===== config.mk =====
export PLATFORM = sky130hd
export DESIGN_NAME = control_char_display_expander_flat
export DESIGN_NICKNAME = d
export VERILOG_FILES = /design/src/rtl/core/ccde_pkg.sv /design/src/rtl/core/ccde_in_if.sv /design/src/rtl/core/ccde_out_if.sv /design/src/rtl/core/control_char_display_expander.sv /design/src/flat_wrapper.sv
export SDC_FILE = /design/constraint.sdc
export NUM_CORES = 1
export LEC_CHECK = 0
export BUFFER_PORTS_ARGS = -buffer_cell sky130_fd_sc_hd__buf_2
export CAP_MARGIN = 20
export CORE_MARGIN = 2
export CORE_UTILIZATION = 56
export CTS_BUF_LIST = sky130_fd_sc_hd__clkbuf_8
export DETAILED_ROUTE_END_ITERATION = 10
export MAX_ROUTING_LAYER = met4
export PLACE_DENSITY = 0.85
export SLEW_MARGIN = 20
export SYNTH_ARGS = -nofsm -noshare
export SYNTH_HDL_FRONTEND = slang
export SYNTH_SLANG_ARGS = --single-unit

===== constraint.sdc =====
create_clock -name i_clk -period 3.9 [get_ports i_clk]
set_input_delay 0.39 -clock i_clk [delete_from_list [all_inputs] [get_ports i_clk]]
set_output_delay 0.39 -clock i_clk [all_outputs]
set_load 0.05 [all_outputs]

===== src/rtl/core/ccde_pkg.sv =====
// Shared types and constants for the control character display expander.
// No dependencies.
`timescale 1ns / 1ps

package ccde_pkg;

    localparam int CHAR_W      = 8;
    localparam int COL_W       = 17;
    localparam int MAX_RESULTS = 10;

    localparam logic [COL_W-1:0] COL_MAX     = 17'h1FFFF;
    localparam logic [COL_W-1:0] LIMIT_RESET = 17'h10000;

    localparam logic [CHAR_W-1:0] CH_TAB   = 8'h09;
    localparam logic [CHAR_W-1:0] CH_LF    = 8'h0A;
    localparam logic [CHAR_W-1:0] CH_CR    = 8'h0D;
    localparam logic [CHAR_W-1:0] CH_SPACE = 8'h20;
    localparam logic [CHAR_W-1:0] CH_TILDE = 8'h7E;
    localparam logic [CHAR_W-1:0] CH_DEL   = 8'h7F;
    localparam logic [CHAR_W-1:0] CH_BSL   = 8'h5C;
    localparam logic [CHAR_W-1:0] CH_CARET = 8'h5E;
    localparam logic [CHAR_W-1:0] CH_QMARK = 8'h3F;
    localparam logic [CHAR_W-1:0] CTRL_OR  = 8'h40;

    typedef enum logic [2:0] {
        CLS_PRINT,
        CLS_TAB,
        CLS_CR,
        CLS_LF,
        CLS_OCT,
        CLS_CARET
    } t_cls;

endpackage


===== src/rtl/core/ccde_in_if.sv =====
// Input channel of the display expander: one raw terminal byte per beat.
// Depends on ccde_pkg.
`timescale 1ns / 1ps

interface ccde_in_if import ccde_pkg::*; ();
    logic              valid;
    logic              ready;
    logic [CHAR_W-1:0] ch;
    logic              first_of_write;

    modport source (output valid, output ch, output first_of_write, input ready);
    modport sink   (input valid, input ch, input first_of_write, output ready);
endinterface


===== src/rtl/core/ccde_out_if.sv =====
// Output channel of the display expander: one display byte per beat.
// Depends on ccde_pkg.
`timescale 1ns / 1ps

interface ccde_out_if import ccde_pkg::*; ();
    logic              valid;
    logic              ready;
    logic [CHAR_W-1:0] out_char;
    logic              last;

    modport source (output valid, output out_char, output last, input ready);
    modport sink   (input valid, input out_char, input last, output ready);
endinterface


===== src/rtl/core/control_char_display_expander.sv =====
// Top level of the control character display expander (caret and octal notation).
// Depends on ccde_pkg, ccde_in_if and ccde_out_if.
//
// Usage:
//   i_in  : raw terminal bytes, valid/ready, with first_of_write marking the
//           first byte of a write call.
//   o_out : display bytes, valid/ready, last set on the final byte of an input.
//   i_cfg_we / i_cfg_wdata : writes line_limit; write only while idle.
// The first display byte of an input is registered in the expansion stage and
// then in the output register before it shows on o_out.
// Throughput: one display byte per cycle while o_out.ready is high. An input
// yields as many display bytes as its class gives (1 to 10; printable 1, caret
// 2, octal 4, a tab up to TAB_STOP, plus 2 for a forced line break). The next
// input is taken in the cycle the last byte of the current one moves to the
// output register.
// Reset: column 0, line_limit 65536, no beats pending.
// Stall: when o_out.ready is low the output byte holds, the expansion stage
// waits, and i_in.ready drops once the stage holds an unfinished input.
`timescale 1ns / 1ps

module control_char_display_expander import ccde_pkg::*; #(
    parameter int TAB_STOP = 8
) (
    input  logic             i_clk,
    input  logic             i_rst_n,
    ccde_in_if.sink          i_in,
    ccde_out_if.source       o_out,
    input  logic             i_cfg_we,
    input  logic [COL_W-1:0] i_cfg_wdata
);

    localparam int POS_W  = $clog2(TAB_STOP);
    localparam int DIST_W = $clog2(TAB_STOP + 1);
    localparam int CNT_W  = $clog2(((TAB_STOP > MAX_RESULTS) ? TAB_STOP : MAX_RESULTS) + 3);
    localparam int IDX_W  = $clog2(MAX_RESULTS);

    localparam logic [POS_W-1:0] POS_SAT = POS_W'(int'(COL_MAX) % TAB_STOP);
    localparam logic [POS_W:0]   MOD1    = (POS_W+1)'(1 % TAB_STOP);
    localparam logic [POS_W:0]   MOD2    = (POS_W+1)'(2 % TAB_STOP);
    localparam logic [POS_W:0]   MOD4    = (POS_W+1)'(4 % TAB_STOP);
    localparam logic [POS_W:0]   TS_P    = (POS_W+1)'(TAB_STOP);

    // state
    logic [COL_W-1:0] r_limit;
    logic [COL_W-1:0] r_column, n_column;
    logic [POS_W-1:0] r_pos, n_pos;     // column mod TAB_STOP

    // expansion stage
    logic             r_d_valid;
    logic             r_d_brk, n_d_brk;
    t_cls             r_d_cls, n_d_cls;
    logic [CHAR_W-1:0] r_d_ch;
    logic [IDX_W-1:0] r_d_lastidx, n_d_lastidx;
    logic [IDX_W-1:0] r_d_idx;

    // output register
    logic              r_o_valid;
    logic [CHAR_W-1:0] r_o_char;
    logic              r_o_last;

    logic in_acc, load, d_done;

    // ---------------- decode of an accepted beat ----------------
    logic [COL_W-1:0]  col0;
    logic [POS_W-1:0]  pos0;
    logic [DIST_W-1:0] tab_gap;
    logic [CNT_W-1:0]  own_cnt, tot_cnt, cap_cnt;
    logic [COL_W:0]    col_sum;
    logic [COL_W:0]    adv;
    logic [POS_W:0]    pos_sum, pos_by;

    always_comb begin
        n_d_brk = i_in.first_of_write && (r_column > r_limit);
        col0    = n_d_brk ? '0 : r_column;
        pos0    = n_d_brk ? '0 : r_pos;
        tab_gap = DIST_W'(TAB_STOP) - DIST_W'(pos0);

        if (i_in.ch >= CH_SPACE && i_in.ch <= CH_TILDE) begin
            n_d_cls = CLS_PRINT;
        end else if (i_in.ch == CH_TAB) begin
            n_d_cls = CLS_TAB;
        end else if (i_in.ch == CH_CR) begin
            n_d_cls = CLS_CR;
        end else if (i_in.ch == CH_LF) begin
            n_d_cls = CLS_LF;
        end else if (i_in.ch[7]) begin
            n_d_cls = CLS_OCT;
        end else begin
            n_d_cls = CLS_CARET;
        end

        own_cnt = CNT_W'(1);
        adv     = (COL_W+1)'(1);
        pos_by  = MOD1;
        case (n_d_cls)
            CLS_PRINT: begin
                own_cnt = CNT_W'(1);
                adv     = (COL_W+1)'(1);
                pos_by  = MOD1;
            end
            CLS_TAB: begin
                own_cnt = CNT_W'(tab_gap);
                adv     = (COL_W+1)'(tab_gap);
                pos_by  = '0;
            end
            CLS_CR:    own_cnt = CNT_W'(1);
            CLS_LF:    own_cnt = CNT_W'(2);
            CLS_OCT: begin
                own_cnt = CNT_W'(4);
                adv     = (COL_W+1)'(4);
                pos_by  = MOD4;
            end
            default: begin
                own_cnt = CNT_W'(2);
                adv     = (COL_W+1)'(2);
                pos_by  = MOD2;
            end
        endcase

        tot_cnt = own_cnt + (n_d_brk ? CNT_W'(2) : CNT_W'(0));
        cap_cnt = (tot_cnt > CNT_W'(MAX_RESULTS)) ? CNT_W'(MAX_RESULTS) : tot_cnt;
        n_d_lastidx = IDX_W'(cap_cnt - CNT_W'(1));

        // column update; tab lands on a stop, so its mod is zero
        col_sum = {1'b0, col0} + adv;
        pos_sum = {1'b0, pos0} + pos_by;
        if (pos_sum >= TS_P) begin
            pos_sum = pos_sum - TS_P;
        end
        if (n_d_cls == CLS_CR || n_d_cls == CLS_LF) begin
            n_column = '0;
            n_pos    = '0;
        end else if (col_sum > {1'b0, COL_MAX}) begin
            n_column = COL_MAX;
            n_pos    = POS_SAT;
        end else begin
            n_column = col_sum[COL_W-1:0];
            n_pos    = (n_d_cls == CLS_TAB) ? '0 : pos_sum[POS_W-1:0];
        end
    end

    // ---------------- byte selection in the expansion stage ----------------
    logic [IDX_W-1:0]  j;
    logic [CHAR_W-1:0] sel_char;

    always_comb begin
        j        = r_d_idx - (r_d_brk ? IDX_W'(2) : IDX_W'(0));
        sel_char = CH_CR;
        if (r_d_brk && r_d_idx == IDX_W'(0)) begin
            sel_char = CH_CR;
        end else if (r_d_brk && r_d_idx == IDX_W'(1)) begin
            sel_char = CH_LF;
        end else begin
            case (r_d_cls)
                CLS_PRINT: sel_char = r_d_ch;
                CLS_TAB:   sel_char = CH_SPACE;
                CLS_CR:    sel_char = CH_CR;
                CLS_LF:    sel_char = (j == IDX_W'(0)) ? CH_CR : CH_LF;
                CLS_OCT: begin
                    case (j)
                        IDX_W'(0): sel_char = CH_BSL;
                        IDX_W'(1): sel_char = {6'b001100, r_d_ch[7:6]};
                        IDX_W'(2): sel_char = {5'b00110, r_d_ch[5:3]};
                        default:   sel_char = {5'b00110, r_d_ch[2:0]};
                    endcase
                end
                default: begin
                    if (j == IDX_W'(0)) begin
                        sel_char = CH_CARET;
                    end else if (r_d_ch == CH_DEL) begin
                        sel_char = CH_QMARK;
                    end else begin
                        sel_char = r_d_ch | CTRL_OR;
                    end
                end
            endcase
        end
    end

    // ---------------- handshakes ----------------
    assign load       = r_d_valid && (!r_o_valid || o_out.ready);
    assign d_done     = load && (r_d_idx == r_d_lastidx);
    assign i_in.ready = !r_d_valid || d_done;
    assign in_acc     = i_in.valid && i_in.ready;

    assign o_out.valid    = r_o_valid;
    assign o_out.out_char = r_o_char;
    assign o_out.last     = r_o_last;

    // ---------------- registers ----------------
    always_ff @(posedge i_clk) begin
        if (!i_rst_n) begin
            r_limit   <= LIMIT_RESET;
            r_column  <= '0;
            r_pos     <= '0;
            r_d_valid <= 1'b0;
            r_d_idx   <= '0;
            r_o_valid <= 1'b0;
        end else begin
            if (i_cfg_we) begin
                r_limit <= i_cfg_wdata;
            end

            if (in_acc) begin
                r_column  <= n_column;
                r_pos     <= n_pos;
                r_d_valid <= 1'b1;
                r_d_idx   <= '0;
            end else if (d_done) begin
                r_d_valid <= 1'b0;
            end else if (load) begin
                r_d_idx <= r_d_idx + IDX_W'(1);
            end

            if (load) begin
                r_o_valid <= 1'b1;
            end else if (o_out.ready) begin
                r_o_valid <= 1'b0;
            end
        end
    end

    // payload, no reset needed
    always_ff @(posedge i_clk) begin
        if (in_acc) begin
            r_d_brk     <= n_d_brk;
            r_d_cls     <= n_d_cls;
            r_d_ch      <= i_in.ch;
            r_d_lastidx <= n_d_lastidx;
        end
        if (load) begin
            r_o_char <= sel_char;
            r_o_last <= (r_d_idx == r_d_lastidx);
        end
    end

endmodule

===== src/flat_wrapper.sv =====
// flat-port wrapper written by rule: the top's interface ports become plain ports
module control_char_display_expander_flat import ccde_pkg::*;
#(
    parameter int TAB_STOP = 8
)
  (i_clk, i_rst_n, i_cfg_we, i_cfg_wdata, i_in_valid, i_in_ch, i_in_first_of_write, i_in_ready, o_out_valid, o_out_out_char, o_out_last, o_out_ready);
  ccde_in_if i_in_i ();
  ccde_out_if o_out_i ();
  input  logic i_clk;
  input  logic i_rst_n;
  input  logic i_cfg_we;
  input  logic [COL_W-1:0] i_cfg_wdata;
  input wire logic [$bits(i_in_i.valid)-1:0] i_in_valid;
  input wire logic [$bits(i_in_i.ch)-1:0] i_in_ch;
  input wire logic [$bits(i_in_i.first_of_write)-1:0] i_in_first_of_write;
  output wire logic [$bits(i_in_i.ready)-1:0] i_in_ready;
  output wire logic [$bits(o_out_i.valid)-1:0] o_out_valid;
  output wire logic [$bits(o_out_i.out_char)-1:0] o_out_out_char;
  output wire logic [$bits(o_out_i.last)-1:0] o_out_last;
  input wire logic [$bits(o_out_i.ready)-1:0] o_out_ready;
  assign i_in_i.valid = i_in_valid;
  assign i_in_i.ch = i_in_ch;
  assign i_in_i.first_of_write = i_in_first_of_write;
  assign i_in_ready = i_in_i.ready;
  assign o_out_valid = o_out_i.valid;
  assign o_out_out_char = o_out_i.out_char;
  assign o_out_last = o_out_i.last;
  assign o_out_i.ready = o_out_ready;
  control_char_display_expander #(.TAB_STOP(TAB_STOP)) u_core (.i_clk(i_clk), .i_rst_n(i_rst_n), .i_in(i_in_i), .o_out(o_out_i), .i_cfg_we(i_cfg_we), .i_cfg_wdata(i_cfg_wdata));
endmodule

==> qor.txt, run 1 <==
Yosys top cell area share: 20.7%
path type of the worst setup path: reg -> reg
final max-slew violation count: 0
die width: 90.3 um
ranking of synthesized cells by area: dfxtp_1 21%, edfxtp_1 18%, ha_1 9.3%
htree depth: 3
worst slew pin tran: 0.834 ns
clk buf depth: 2
MaxCap Viol Count: 0
Min Clock Period, post-route: 3.72 ns
reg2reg end: u_core.r_column[11]$_SDFFE_PN0P_
Startpoint Class: register
cell count after synthesis: 453
Final Skew: 0.0149 ns
Final setup viols: 0
Fillers: 536
most common cell in the netlist: dfxtp_1
Clock Latency Late Sink: 0.35 ns
syn_area_per_cell: 9.20 um^2
total power: 1.60 mW
Int Pwr: 1.14 mW
Critical Path AT: 4.01 ns
leading area contributor after synthesis: dfxtp_1
Switching Share: 29.2%
Pwr per Cell Area: 315 nW/um^2
DR pass1 iterations: 5
vias in the first global route: 3,580
cell area after layout: 5090 um^2
Port-buffer cells: 41
post-synthesis register bit count: 68
cell area after synthesis: 4170 um^2
post-DP HPWL: 6.85 mm
share of power burned in registers: 50.4%
DR WL/cell: 15.0 um
Nets: 588
pin count of the biggest net entering global routing: 23
Max transition margin: 44.3%
global-route wire length before repair: 15.4 mm
R2R depth: 20
post-synth net total: 517
CTS root buf: clkbuf_8
maximum VDD drop: 0.185 mV
Total GRT Usage: 23.8%
CTS Hold Buffers Added: 0
final period utilization: 95.4%
asr flop ratio synth: 0%
P&R area growth vs syn: 22.1%
combinational share of power: 19.9%
antenna cells: 0
reg2reg setup slack: 0.18 ns
Sw Pwr: 0.469 mW
worst-path maximum fanout: 4
Worst setup EP type: register
clock share of power: 29.7%
Via density: 5.73
Vert. Die Dim: 90.3 um
Req. time, crit path: 4.18 ns
Primary FF master, synth: dfxtp_1
Max Clk Rate: 269 MHz
most used cell, CP: ha_1
worst hold endpoint: u_core.r_d_ch[4]$_DFFE_PP_
dpl cell area: 4640 um^2
Post-Place Setup Slack: -0.0490 ns
Util after Layout: 70.5%
R2R Path Start: u_core.r_limit[13]$_SDFFE_PN0P_
CTS buffer count: 9
WHS Path Cells: 1
Clock Pin Slew Worst Setup and Hold Paths: 0.08 ns
Synth cell types: 67
Std-Cell Core Area: 7210 um^2
# IOs: 42
row cnt: 31
CTS tree: done
CP max stage delay: 0.37 ns
setup slack after layout: 0.179 ns
Detailed Route WL: 9.43 mm
die area: 8150 um^2
Via Count: 3,601
Initial Utilization: 57.8%
register area share after synthesis: 38.7%
slowest cell on the critical path: a2111o_1
Post-synth top cells: 43 x dfxtp_1, 38 x inv_1, 33 x nand2_1
Post-synth EDFFs: 25
GR Overflow Total: 0
Final Hold Viols: 0
status: finished clean
crit-path cells: inv_1 > ha_1 > and4_4 > nand3_4 > a31o_1 > nand3_2 > nand2_4 > nand2_2 > ha_1 > o21a_1 > and2_4 > ha_1 > a21o_1 > nand2_2 > a211oi_4 > nand3_2 > buf_6 > buf_4 > a2111o_1 > o21ai_1
antenna violations before repair: 0
Starting DRT DRC Count: 229
Residual DRC: 0
Hold Path Origin: i_in_ch[4]
Routed Antenna Nets: 0
P_leak: 2.10 nW
GP Congestion: 0.906
clock sink count: 68
worst hold path class: in -> reg
synth warn: 0
layout cell share with drive strength beyond 1: 31.4%
-- cells in the final DEF (no fill, tap or decap), types with 6 or more instances in the layout --
cell type / n
buf_2: 41
inv_1: 37
buf_4: 33
nor2_1: 32
nand2_1: 30
edfxtp_1: 25
nor2b_1: 24
dfxtp_1: 24
a21oi_1: 22
ha_1: 19
dfxtp_2: 19
o21ai_1: 16
mux2i_1: 16
xnor2_1: 11
nand3_1: 11
o21ai_0: 11
ha_4: 11
clkbuf_8: 9
a21o_1: 6
nand4_1: 6
-- how the worst max path moves through the flow --
stage                                     startpoint                                to  slack, ns
CTS                  u_core.r_column[6]$_SDFFE_PN0P_  u_core.r_column[12]$_SDFFE_PN0P_      0.004
floorplan           u_core.r_column[12]$_SDFFE_PN0P_  u_core.r_column[14]$_SDFFE_PN0P_       0.24
global placement     u_core.r_column[6]$_SDFFE_PN0P_  u_core.r_column[12]$_SDFFE_PN0P_      0.007
detailed placement  u_core.r_column[16]$_SDFFE_PN0P_  u_core.r_column[12]$_SDFFE_PN0P_      -0.05
global route         u_core.r_column[6]$_SDFFE_PN0P_  u_core.r_column[13]$_SDFFE_PN0P_     -0.008
finish               u_core.r_limit[13]$_SDFFE_PN0P_  u_core.r_column[11]$_SDFFE_PN0P_       0.18
-- power groups by stage --
stage                     Sequential [mW]  Combinational (mW)  Clock, mW
final                               0.808               0.319      0.477
after global routing                0.812               0.352      0.514
after CTS                           0.804               0.294      0.485
after detailed placement            0.820               0.288          0
after global placement              0.818               0.277          0
after floorplan                     0.839               0.189          0
-- sequential cells by signal, summed over array words and instances (netlist names) --
register / count
u_core.r_column: 17
u_core.r_d_cls: 3
u_core.o_out.out_char: 8
u_core.r_d_ch: 8
u_core.o_out.valid: 1
u_core.r_pos: 3
u_core.r_d_lastidx: 4
u_core.o_out.last: 1
u_core.r_limit: 17
u_core.r_d_idx: 4
u_core.r_d_brk: 1
u_core.r_d_valid: 1
-- stage by stage --
stage	instances	TNS (ns)	hold slack, ns
after floorplan	453	0	0.435
after global placement	608	0	0.456
after detailed placement	608	-0.152	0.466
after CTS	625	0	0.240
after global routing	628	-0.0125	0.238
final	628	0	0.246
-- area by class of cell --
class | count | area [um^2] | share of cell area [%]
multi-input combinational | 331 | 2560 | 50.4
clock inverter | 7 | 30.0 | 0.590
tap | 99 | 124 | 2.43
timing repair buffer | 75 | 464 | 9.12
sequential | 68 | 1640 | 32.1
clock buffer | 9 | 124 | 2.43
inverter | 39 | 149 | 2.93
-- what timing repair did --
action                                  in CTS  in global routing
pin swaps                                    1                 18
gates cloned                                 0                  0
endpoints found under the setup margin       5                 22
setup buffers                                1                  3
gates resized for setup                      7                 57
-- layer usage --
layer	global-route usage (%)	share of wire, %
met2	41.3	50
met3	4.92	4.8
met4	10.3	2.4
met5	-	0
met1	26.5	42
-- worst max-delay path, delay by kind of cell, from the launching register on --
family	cells	cell delay [ns]
AOI/OAI and AO/OA	6	1.25
adders and majority gates	3	0.77
buffers and inverters	3	0.32
DFF	1	0.33
and+or+nand+nor	8	0.98
-- kinds of logic (layout without fill, tap and decap cells) --
logic type	Yosys count	after routing	share of synthesized area [%]
adder cells (fa/ha/maj)	33	33	10.3
AND/OR/NAND/NOR	156	156	20.6
flip-flops	68	68	38.7
AO/OA/AOI/OAI	111	111	17.8
buffers and inverters	54	130	5.41
multiplexers	16	16	3.84
XOR/XNOR	15	15	3.33
Note: power is estimated with default switching activity, not from simulation.
==> inputs of run 2 (changes only) <==
==> constraint.sdc (replaced) <==
create_clock -name i_clk -period 3.9 [get_ports i_clk]
set_input_delay 0.585 -clock i_clk [delete_from_list [all_inputs] [get_ports i_clk]]
set_output_delay 0.585 -clock i_clk [all_outputs]
set_load 0.05 [all_outputs]
==> run 2 against run 1 <==
The run now ends with setup timing left. Non-clock buffer count up 7. Sequential share of layout area down 1.1 points. Count of clock-buffer cells in the layout unchanged. Critical path type unchanged.
==> qor.txt, run 2 (synthesis results as in run 1) <==
status: finished, violations left
violations in the final reports: setup timing
antenna violations before repair: 0 (unchanged)
Final Skew: 0.00937 ns (-0.00556 ns)
CP startpoint: u_core.r_limit[14]$_SDFFE_PN0P_
pin count of the biggest net entering global routing: 23 (unchanged)
Critical Path AT: 4.15 ns (+0.14 ns)
cell area after layout: 5270 um^2 (+3.5%)
delay-heaviest family, CP: compound AO/OA/AOI/OAI gates
Hold WS: 0.450 ns (+0.204 ns)
Req. time, crit path: 4.13 ns (-0.05 ns)
P_leak: 2.15 nW (+2.5%)
reg2reg setup slack: -0.02 ns (-0.20 ns)
Residual DRC: 0 (unchanged)
DR pass1 iterations: 5 (unchanged)
die width: 90.3 um (unchanged)
die area: 8150 um^2 (unchanged)
CTS tree: done
R2R Path Start: u_core.r_limit[14]$_SDFFE_PN0P_
Max Clk Rate: 255 MHz (-5.2%)
dpl cell area: 4660 um^2 (+0.32%)
vias in the first global route: 3,666 (+2.4%)
most frequent cells in the layout: 41 x buf_2, 40 x buf_4, 37 x inv_1
DR WL/cell: 17.2 um (+15%)
Routed Antenna Nets: 0 (unchanged)
CTS root buf: clkbuf_8
global-route wire length before repair: 16.4 mm (+6.3%)
# IOs: 42 (unchanged)
Clock Latency Late Sink: 0.35 ns (about the same)
Starting DRT DRC Count: 397 (+73%)
Placed Instances: 610 (+0.33%)
Largest regs: u_core.r_column: 17 flops, u_core.r_limit: 17 flops
Final setup viols: 1 (+1)
Worst path depth: 20 (unchanged)
Final Hold Viols: 0 (unchanged)
Post-Place Setup Slack: -0.0443 ns (+0.00469 ns)
RSZ-0062 raised after global routing: true
crit path capture: u_core.r_column[15]$_SDFFE_PN0P_
path type of the worst setup path: reg -> reg
total power: 1.75 mW (+9.1%)
Clock Pin Slew Worst Setup and Hold Paths: 0.09 ns (about the same)
Util after Layout: 73.0% (+2.5 points)
Bufs and invs on worst path: 3 (unchanged)
clock sink count: 68 (unchanged)
htree depth: 3 (unchanged)
Nets: 595 (+1.2%)
CTS Hold Buffers Added: 0 (unchanged)
most common cell after layout, fill and taps aside: buf_2
Std-Cell Core Area: 7210 um^2 (unchanged)
TNS Setup: -0.0243 ns (-0.0243 ns)
GP Congestion: 0.917 (+1.2%)
setup slack after layout: -0.0243 ns (-0.204 ns)
worst hold path class: in -> reg
post-DP HPWL: 7.03 mm (+2.5%)
R2R depth: 20 (unchanged)
Initial Utilization: 57.8% (unchanged)
Min Clock Period, post-route: 3.92 ns (+0.204 ns)
Via Count: 3,832 (+6.4%)
reg2reg end: u_core.r_column[15]$_SDFFE_PN0P_
Max transition margin: 39.1% (-5.2 points)
clk buf depth: 2 (unchanged)
GR Overflow Total: 0 (unchanged)
Port-buffer cells: 41 (unchanged)
Startpoint Class: register
layout cell share with drive strength beyond 1: 33.6% (+2.2 points)
final max-slew violation count: 0 (unchanged)
Worst setup EP type: register
antenna cells: 0 (unchanged)
Via density: 6.03 (+5.2%)
maximum VDD drop: 0.184 mV (-0.61%)
CP max stage delay: 0.33 ns (-0.04 ns)
Detailed Route WL: 10.9 mm (+16%)
MaxCap Viol Count: 0 (unchanged)
final period utilization: 101% (+5.2 points)
Total GRT Usage: 25.2% (+1.4 points)
row cnt: 31 (unchanged)
Vert. Die Dim: 90.3 um (unchanged)
fin cells: 635 (+1.1%)
worst-path maximum fanout: 4 (unchanged)
CTS buffer count: 9 (unchanged)
P&R area growth vs syn: 26.4%
crit-path cells: inv_1 > ha_4 > and4_4 > nand3_4 > a31o_1 > nand3_2 > nand2_4 > nand2_4 > ha_4 > o21a_1 > and2_1 > ha_1 > a21o_1 > nand2_2 > a211oi_4 > nand3_2 > buf_4 > buf_4 > o31ai_1 > a21oi_1
Pwr per Cell Area: 332 nW/um^2 (+5.4%)
worst slew pin tran: 0.912 ns (+0.0784 ns)
slowest cell on the critical path: dfxtp_2
## run 2: cell count changes in the layout (fill, tap and decap cells not counted), moves of 3 or more
cell / before / now
o21ai_1: 16 / 12
dfxtp_2: 19 / 16
o21ai_2: 3 / 6
inv_2: 5 / 1
buf_4: 33 / 40
## run 2: where the power goes
part	switching (mW)	internal, mW	leakage, nW
registers	0.0274	0.780	0.598
logic	0.196	0.141	1.46
clock network	0.307	0.298	0.0958
total	0.530	1.22	2.15
## run 2: worst min-delay path by stage
stage,start,endpoint,slack [ns],cells past startpoint
after floorplan,u_core.r_pos[1]$_SDFFE_PN0P_,u_core.r_pos[1]$_SDFFE_PN0P_,0.43,2
after global placement,u_core.r_column[3]$_SDFFE_PN0P_,u_core.r_column[3]$_SDFFE_PN0P_,0.46,2
after detailed placement,u_core.r_column[3]$_SDFFE_PN0P_,u_core.r_column[3]$_SDFFE_PN0P_,0.46,2
after CTS,i_in_ch[4],u_core.r_d_ch[4]$_DFFE_PP_,0.44,1
after global routing,i_in_ch[4],u_core.r_d_ch[4]$_DFFE_PP_,0.45,1
final,i_in_ch[4],u_core.r_d_ch[4]$_DFFE_PP_,0.45,1
## run 2: metal layers
layer  wire length [um]  GRT usage [%]
met5                  0              -
met4                365           13.6
met3                603           4.26
met2               5780           43.4
met1               4180           28.0
## run 2: layout make-up
cell class,count,area (um^2)
clock buffers,9,124
multi-input cells,331,2640
repair buffers,82,517
inverters,39,149
well taps,99,124
clock inverters,7,76.3
fillers,500,1950
flip-flops and latches,68,1640
## run 2: what timing repair did
| item | in CTS | in global routing |
|---|---|---|
| setup buffers | 1 | 9 |
| endpoints found under the setup margin | 6 | 22 |
| gates resized for setup | 13 | 61 |
| pin swaps | 5 | 28 |
## run 2: worst register-to-register path, delay by kind of cell, from the launching register on
family / cells / cell delay (ns)
AOI/OAI and AO/OA: 6 / 1.26
and+or+nand+nor: 8 / 1.07
adders and majority gates: 3 / 0.75
buffers and inverters: 3 / 0.37
DFF: 1 / 0.33
==> inputs of run 3 (changes only) <==
--- a/config.mk
+++ b/config.mk
@@ -5,6 +5,7 @@
 export SDC_FILE = /design/constraint.sdc
 export NUM_CORES = 1
 export LEC_CHECK = 0
+export ABC_AREA = 1
 export BUFFER_PORTS_ARGS = -buffer_cell sky130_fd_sc_hd__buf_2
 export CAP_MARGIN = 20
 export CORE_MARGIN = 2
==> run 3 against run 2 <==
The run now ends clean. Cell count is 17% higher. Power is 5.1% lower. Synthesized cell count is 26% higher. Worst setup slack better by 0.11 ns. Via count is 2.8% higher. Hold slack worse by 0.019 ns. Area after synthesis is 3.6% higher.
==> qor.txt, run 3 <==
P_leak: 2.45 nW (+14%)
Worst setup EP type: register
Primary FF master, synth: dfxtp_1
Final Hold Viols: 0 (unchanged)
die area: 8430 um^2 (+3.5%)
synth warn: 0 (unchanged)
asr flop ratio synth: 0% (unchanged)
CTS root buf: clkbuf_8
most common cell in the netlist: nand2_1
Detailed Route WL: 9.80 mm (-10%)
htree depth: 3 (unchanged)
worst hold path class: in -> reg
MaxCap Viol Count: 0 (unchanged)
GR Overflow Total: 0 (unchanged)
Yosys top cell area share: 19.9% (-0.72 points)
Initial Utilization: 56.8% (-0.99 points)
Synth cell types: 42 (-37%)
Min Clock Period, post-route: 3.81 ns (-0.109 ns)
path type of the worst setup path: reg -> reg
reg2reg setup slack: 0.09 ns (+0.11 ns)
WHS Path Cells: 1 (unchanged)
leading area contributor after synthesis: dfxtp_1
reg2reg end: u_core.r_column[8]$_SDFFE_PN0P_
Clock Latency Late Sink: 0.36 ns (about the same)
Via density: 5.31 (-12%)
multi-input logic area: 2300 um^2 (-13%)
Bufs and invs on worst path: 4 (+1)
syn_area_per_cell: 7.54 um^2 (-18%)
Final setup viols: 0 (-1)
Req. time, crit path: 4.16 ns (+0.03 ns)
post-synthesis register bit count: 68 (unchanged)
antenna violations before repair: 0 (unchanged)
layout cell share with drive strength beyond 1: 17.4% (-16 points)
CTS tree: done
dpl cell area: 4690 um^2 (+0.64%)
P&R area growth vs syn: 14.7%
Total GRT Usage: 23.8% (-1.4 points)
Startpoint Class: register
Nets: 699 (+17%)
slowest cell on the critical path: dfxtp_1
fin cells: 741 (+17%)
antenna cells: 0 (unchanged)
delay-heaviest family, CP: simple AND/OR/NAND/NOR gates
final period utilization: 97.8% (-2.8 points)
status: finished clean
maximum VDD drop: 0.182 mV (-1.3%)
Max Clk Rate: 262 MHz (+2.9%)
CTS buffer count: 9 (unchanged)
DR pass1 iterations: 5 (unchanged)
Hold Path Origin: i_in_ch[5]
Largest regs: u_core.r_column: 17 flops, u_core.r_limit: 17 flops
worst hold endpoint: u_core.r_d_ch[5]$_DFFE_PP_
post-DP HPWL: 6.92 mm (-1.5%)
cell area after layout: 4950 um^2 (-6.0%)
most frequent cells in the layout: 136 x nand2_1, 94 x inv_1, 43 x nor2_1
Pwr per Cell Area: 335 nW/um^2 (+0.92%)
sequential cell area: 1610 um^2 (-1.4%)
ranking of synthesized cells by area: dfxtp_1 20%, edfxtp_1 17%, nand2_1 12%
CP max stage delay: 0.46 ns (+0.13 ns)
worst slew pin tran: 0.700 ns (-0.212 ns)
clock sink count: 68 (unchanged)
register area share after synthesis: 37.3% (-1.4 points)
Port-buffer cells: 41 (unchanged)
R2R Path Start: u_core.r_column[8]$_SDFFE_PN0P_
pin count of the biggest net entering global routing: 32 (+39%)
cell count after synthesis: 573 (+26%)
worst-path maximum fanout: 5 (+1)
# IOs: 42 (unchanged)
vias in the first global route: 3,711 (+1.2%)
Clock Pin Slew Worst Setup and Hold Paths: 0.07 ns (-0.02 ns)
Routed Antenna Nets: 0 (unchanged)
Placed Instances: 720 (+18%)
Final Skew: 0.0142 ns (+0.00486 ns)
R2R depth: 24 (+20%)
DR WL/cell: 13.2 um (-23%)
row cnt: 32 (+3.2%)
total power: 1.66 mW (-5.1%)
crit-path cells: ha_1 > a21o_1 > nor2_1 > nand2_1 > nand2_1 > nand3_1 > nand2_2 > inv_2 > nor2_2 > buf_4 > nand2_1 > nand2_1 > ha_1 > inv_1 > fa_1 > o21ai_1 > a21oi_1 > inv_1 > nand4_1 > nor2_4 > xor2_1 > nand2_1 > nand2_1 > nand2_1
Util after Layout: 65.1% (-7.9 points)
most used cell, CP: nand2_1
Vert. Die Dim: 91.8 um (+1.7%)
Starting DRT DRC Count: 284 (-28%)
Post-synth EDFFs: 25 (unchanged)
Residual DRC: 0 (unchanged)
Via Count: 3,938 (+2.8%)
post-synth net total: 637 (+23%)
Fillers: 628 (+26%)
cell area after synthesis: 4320 um^2 (+3.6%)
Std-Cell Core Area: 7610 um^2 (+5.4%)
Max transition margin: 53.3% (+14 points)
global-route wire length before repair: 15.8 mm (-3.4%)
Critical Path AT: 4.07 ns (-0.08 ns)
Post-synth top cells: 137 x nand2_1, 93 x inv_1, 45 x nor2_1
clk buf depth: 2 (unchanged)
most common cell after layout, fill and taps aside: nand2_1
final max-slew violation count: 0 (unchanged)
die width: 91.8 um (+1.7%)
GP Congestion: 0.958 (+4.5%)
run 3: how the worst max path moves through the flow:
stage / startpoint / endpoint / slack, ns / depth (start not counted)
4_1_cts: u_core.r_column[12]$_SDFFE_PN0P_ / u_core.r_column[3]$_SDFFE_PN0P_ / 0.1 / 23
2_1_floorplan: u_core.r_column[4]$_SDFFE_PN0P_ / u_core.r_column[13]$_SDFFE_PN0P_ / 0.13 / 29
3_3_place_gp: u_core.r_column[12]$_SDFFE_PN0P_ / u_core.r_column[11]$_SDFFE_PN0P_ / 0.21 / 24
5_1_grt: u_core.r_limit[4]$_SDFFE_PN0P_ / u_core.r_column[16]$_SDFFE_PN0P_ / -0.13 / 29
3_5_place_dp: u_core.r_column[12]$_SDFFE_PN0P_ / u_core.r_column[3]$_SDFFE_PN0P_ / 0.05 / 24
6_report: u_core.r_column[8]$_SDFFE_PN0P_ / u_core.r_column[8]$_SDFFE_PN0P_ / 0.09 / 24
run 3: worst register-to-register path, cell delays in order (launching register included):
cell and delay, ns:
dfxtp_1 0.46, ha_1 0.31, a21o_1 0.17, nor2_1 0.09, nand2_1 0.05, nand2_1 0.05
nand3_1 0.07, nand2_2 0.12, inv_2 0.06, nor2_2 0.12, buf_4 0.13, nand2_1 0.06
nand2_1 0.12, ha_1 0.22, inv_1 0.07, fa_1 0.40, o21ai_1 0.18, a21oi_1 0.10
inv_1 0.09, nand4_1 0.24, nor2_4 0.25, xor2_1 0.16, nand2_1 0.07, nand2_1 0.06
nand2_1 0.04
run 3: final cells by class:
type | count | share of cell area, %
clock buffers | 9 | 2.50
clock inverters | 6 | 1.16
inverters | 95 | 7.20
multi-input cells | 400 | 46.6
flip-flops and latches | 68 | 32.6
well taps | 102 | 2.58
repair buffers | 61 | 7.43
run 3: cells by family (layout without fill, tap and decap cells):
family	Yosys count	after routing	synth area share (%)
buf+inv	106	171	10.1
compound gates	89	89	11.0
flops	68	68	37.3
simple gates	261	262	28.4
fa+ha+maj	33	33	9.91
xor+xnor	16	16	3.25
run 3: routing by layer:
metal,global-route usage [%],vias to the layer above,routed length [um]
li1,-,1996,-
met1,26.0,1773,3940
met2,40.3,136,5010
met3,3.62,33,511
met4,15.8,0,344
met5,-,-,0
run 3: repair_timing:
action	in CTS	in global routing
setup endpoints to repair	1	21
gates cloned	0	1
setup buffers	0	5
pin swaps	0	3
resized for setup	1	12
hold buffers	0	0
run 3: power by group:
part	switching, mW	total (mW)	internal, mW	leakage, nW
Combinational	0.195	0.294	0.0994	1.76
Clock	0.274	0.561	0.287	0.100
Sequential	0.0206	0.805	0.784	0.592
Total	0.489	1.66	1.17	2.45
run 3: stage by stage:
step           setup TNS (ns)  setup WS, ns  hold slack (ns)
2_1_floorplan               0         0.132            0.437
3_3_place_gp                0         0.214            0.451
3_5_place_dp                0        0.0463            0.454
4_1_cts                     0        0.0966            0.418
5_1_grt                -0.867        -0.133            0.429
6_report                    0        0.0851            0.431
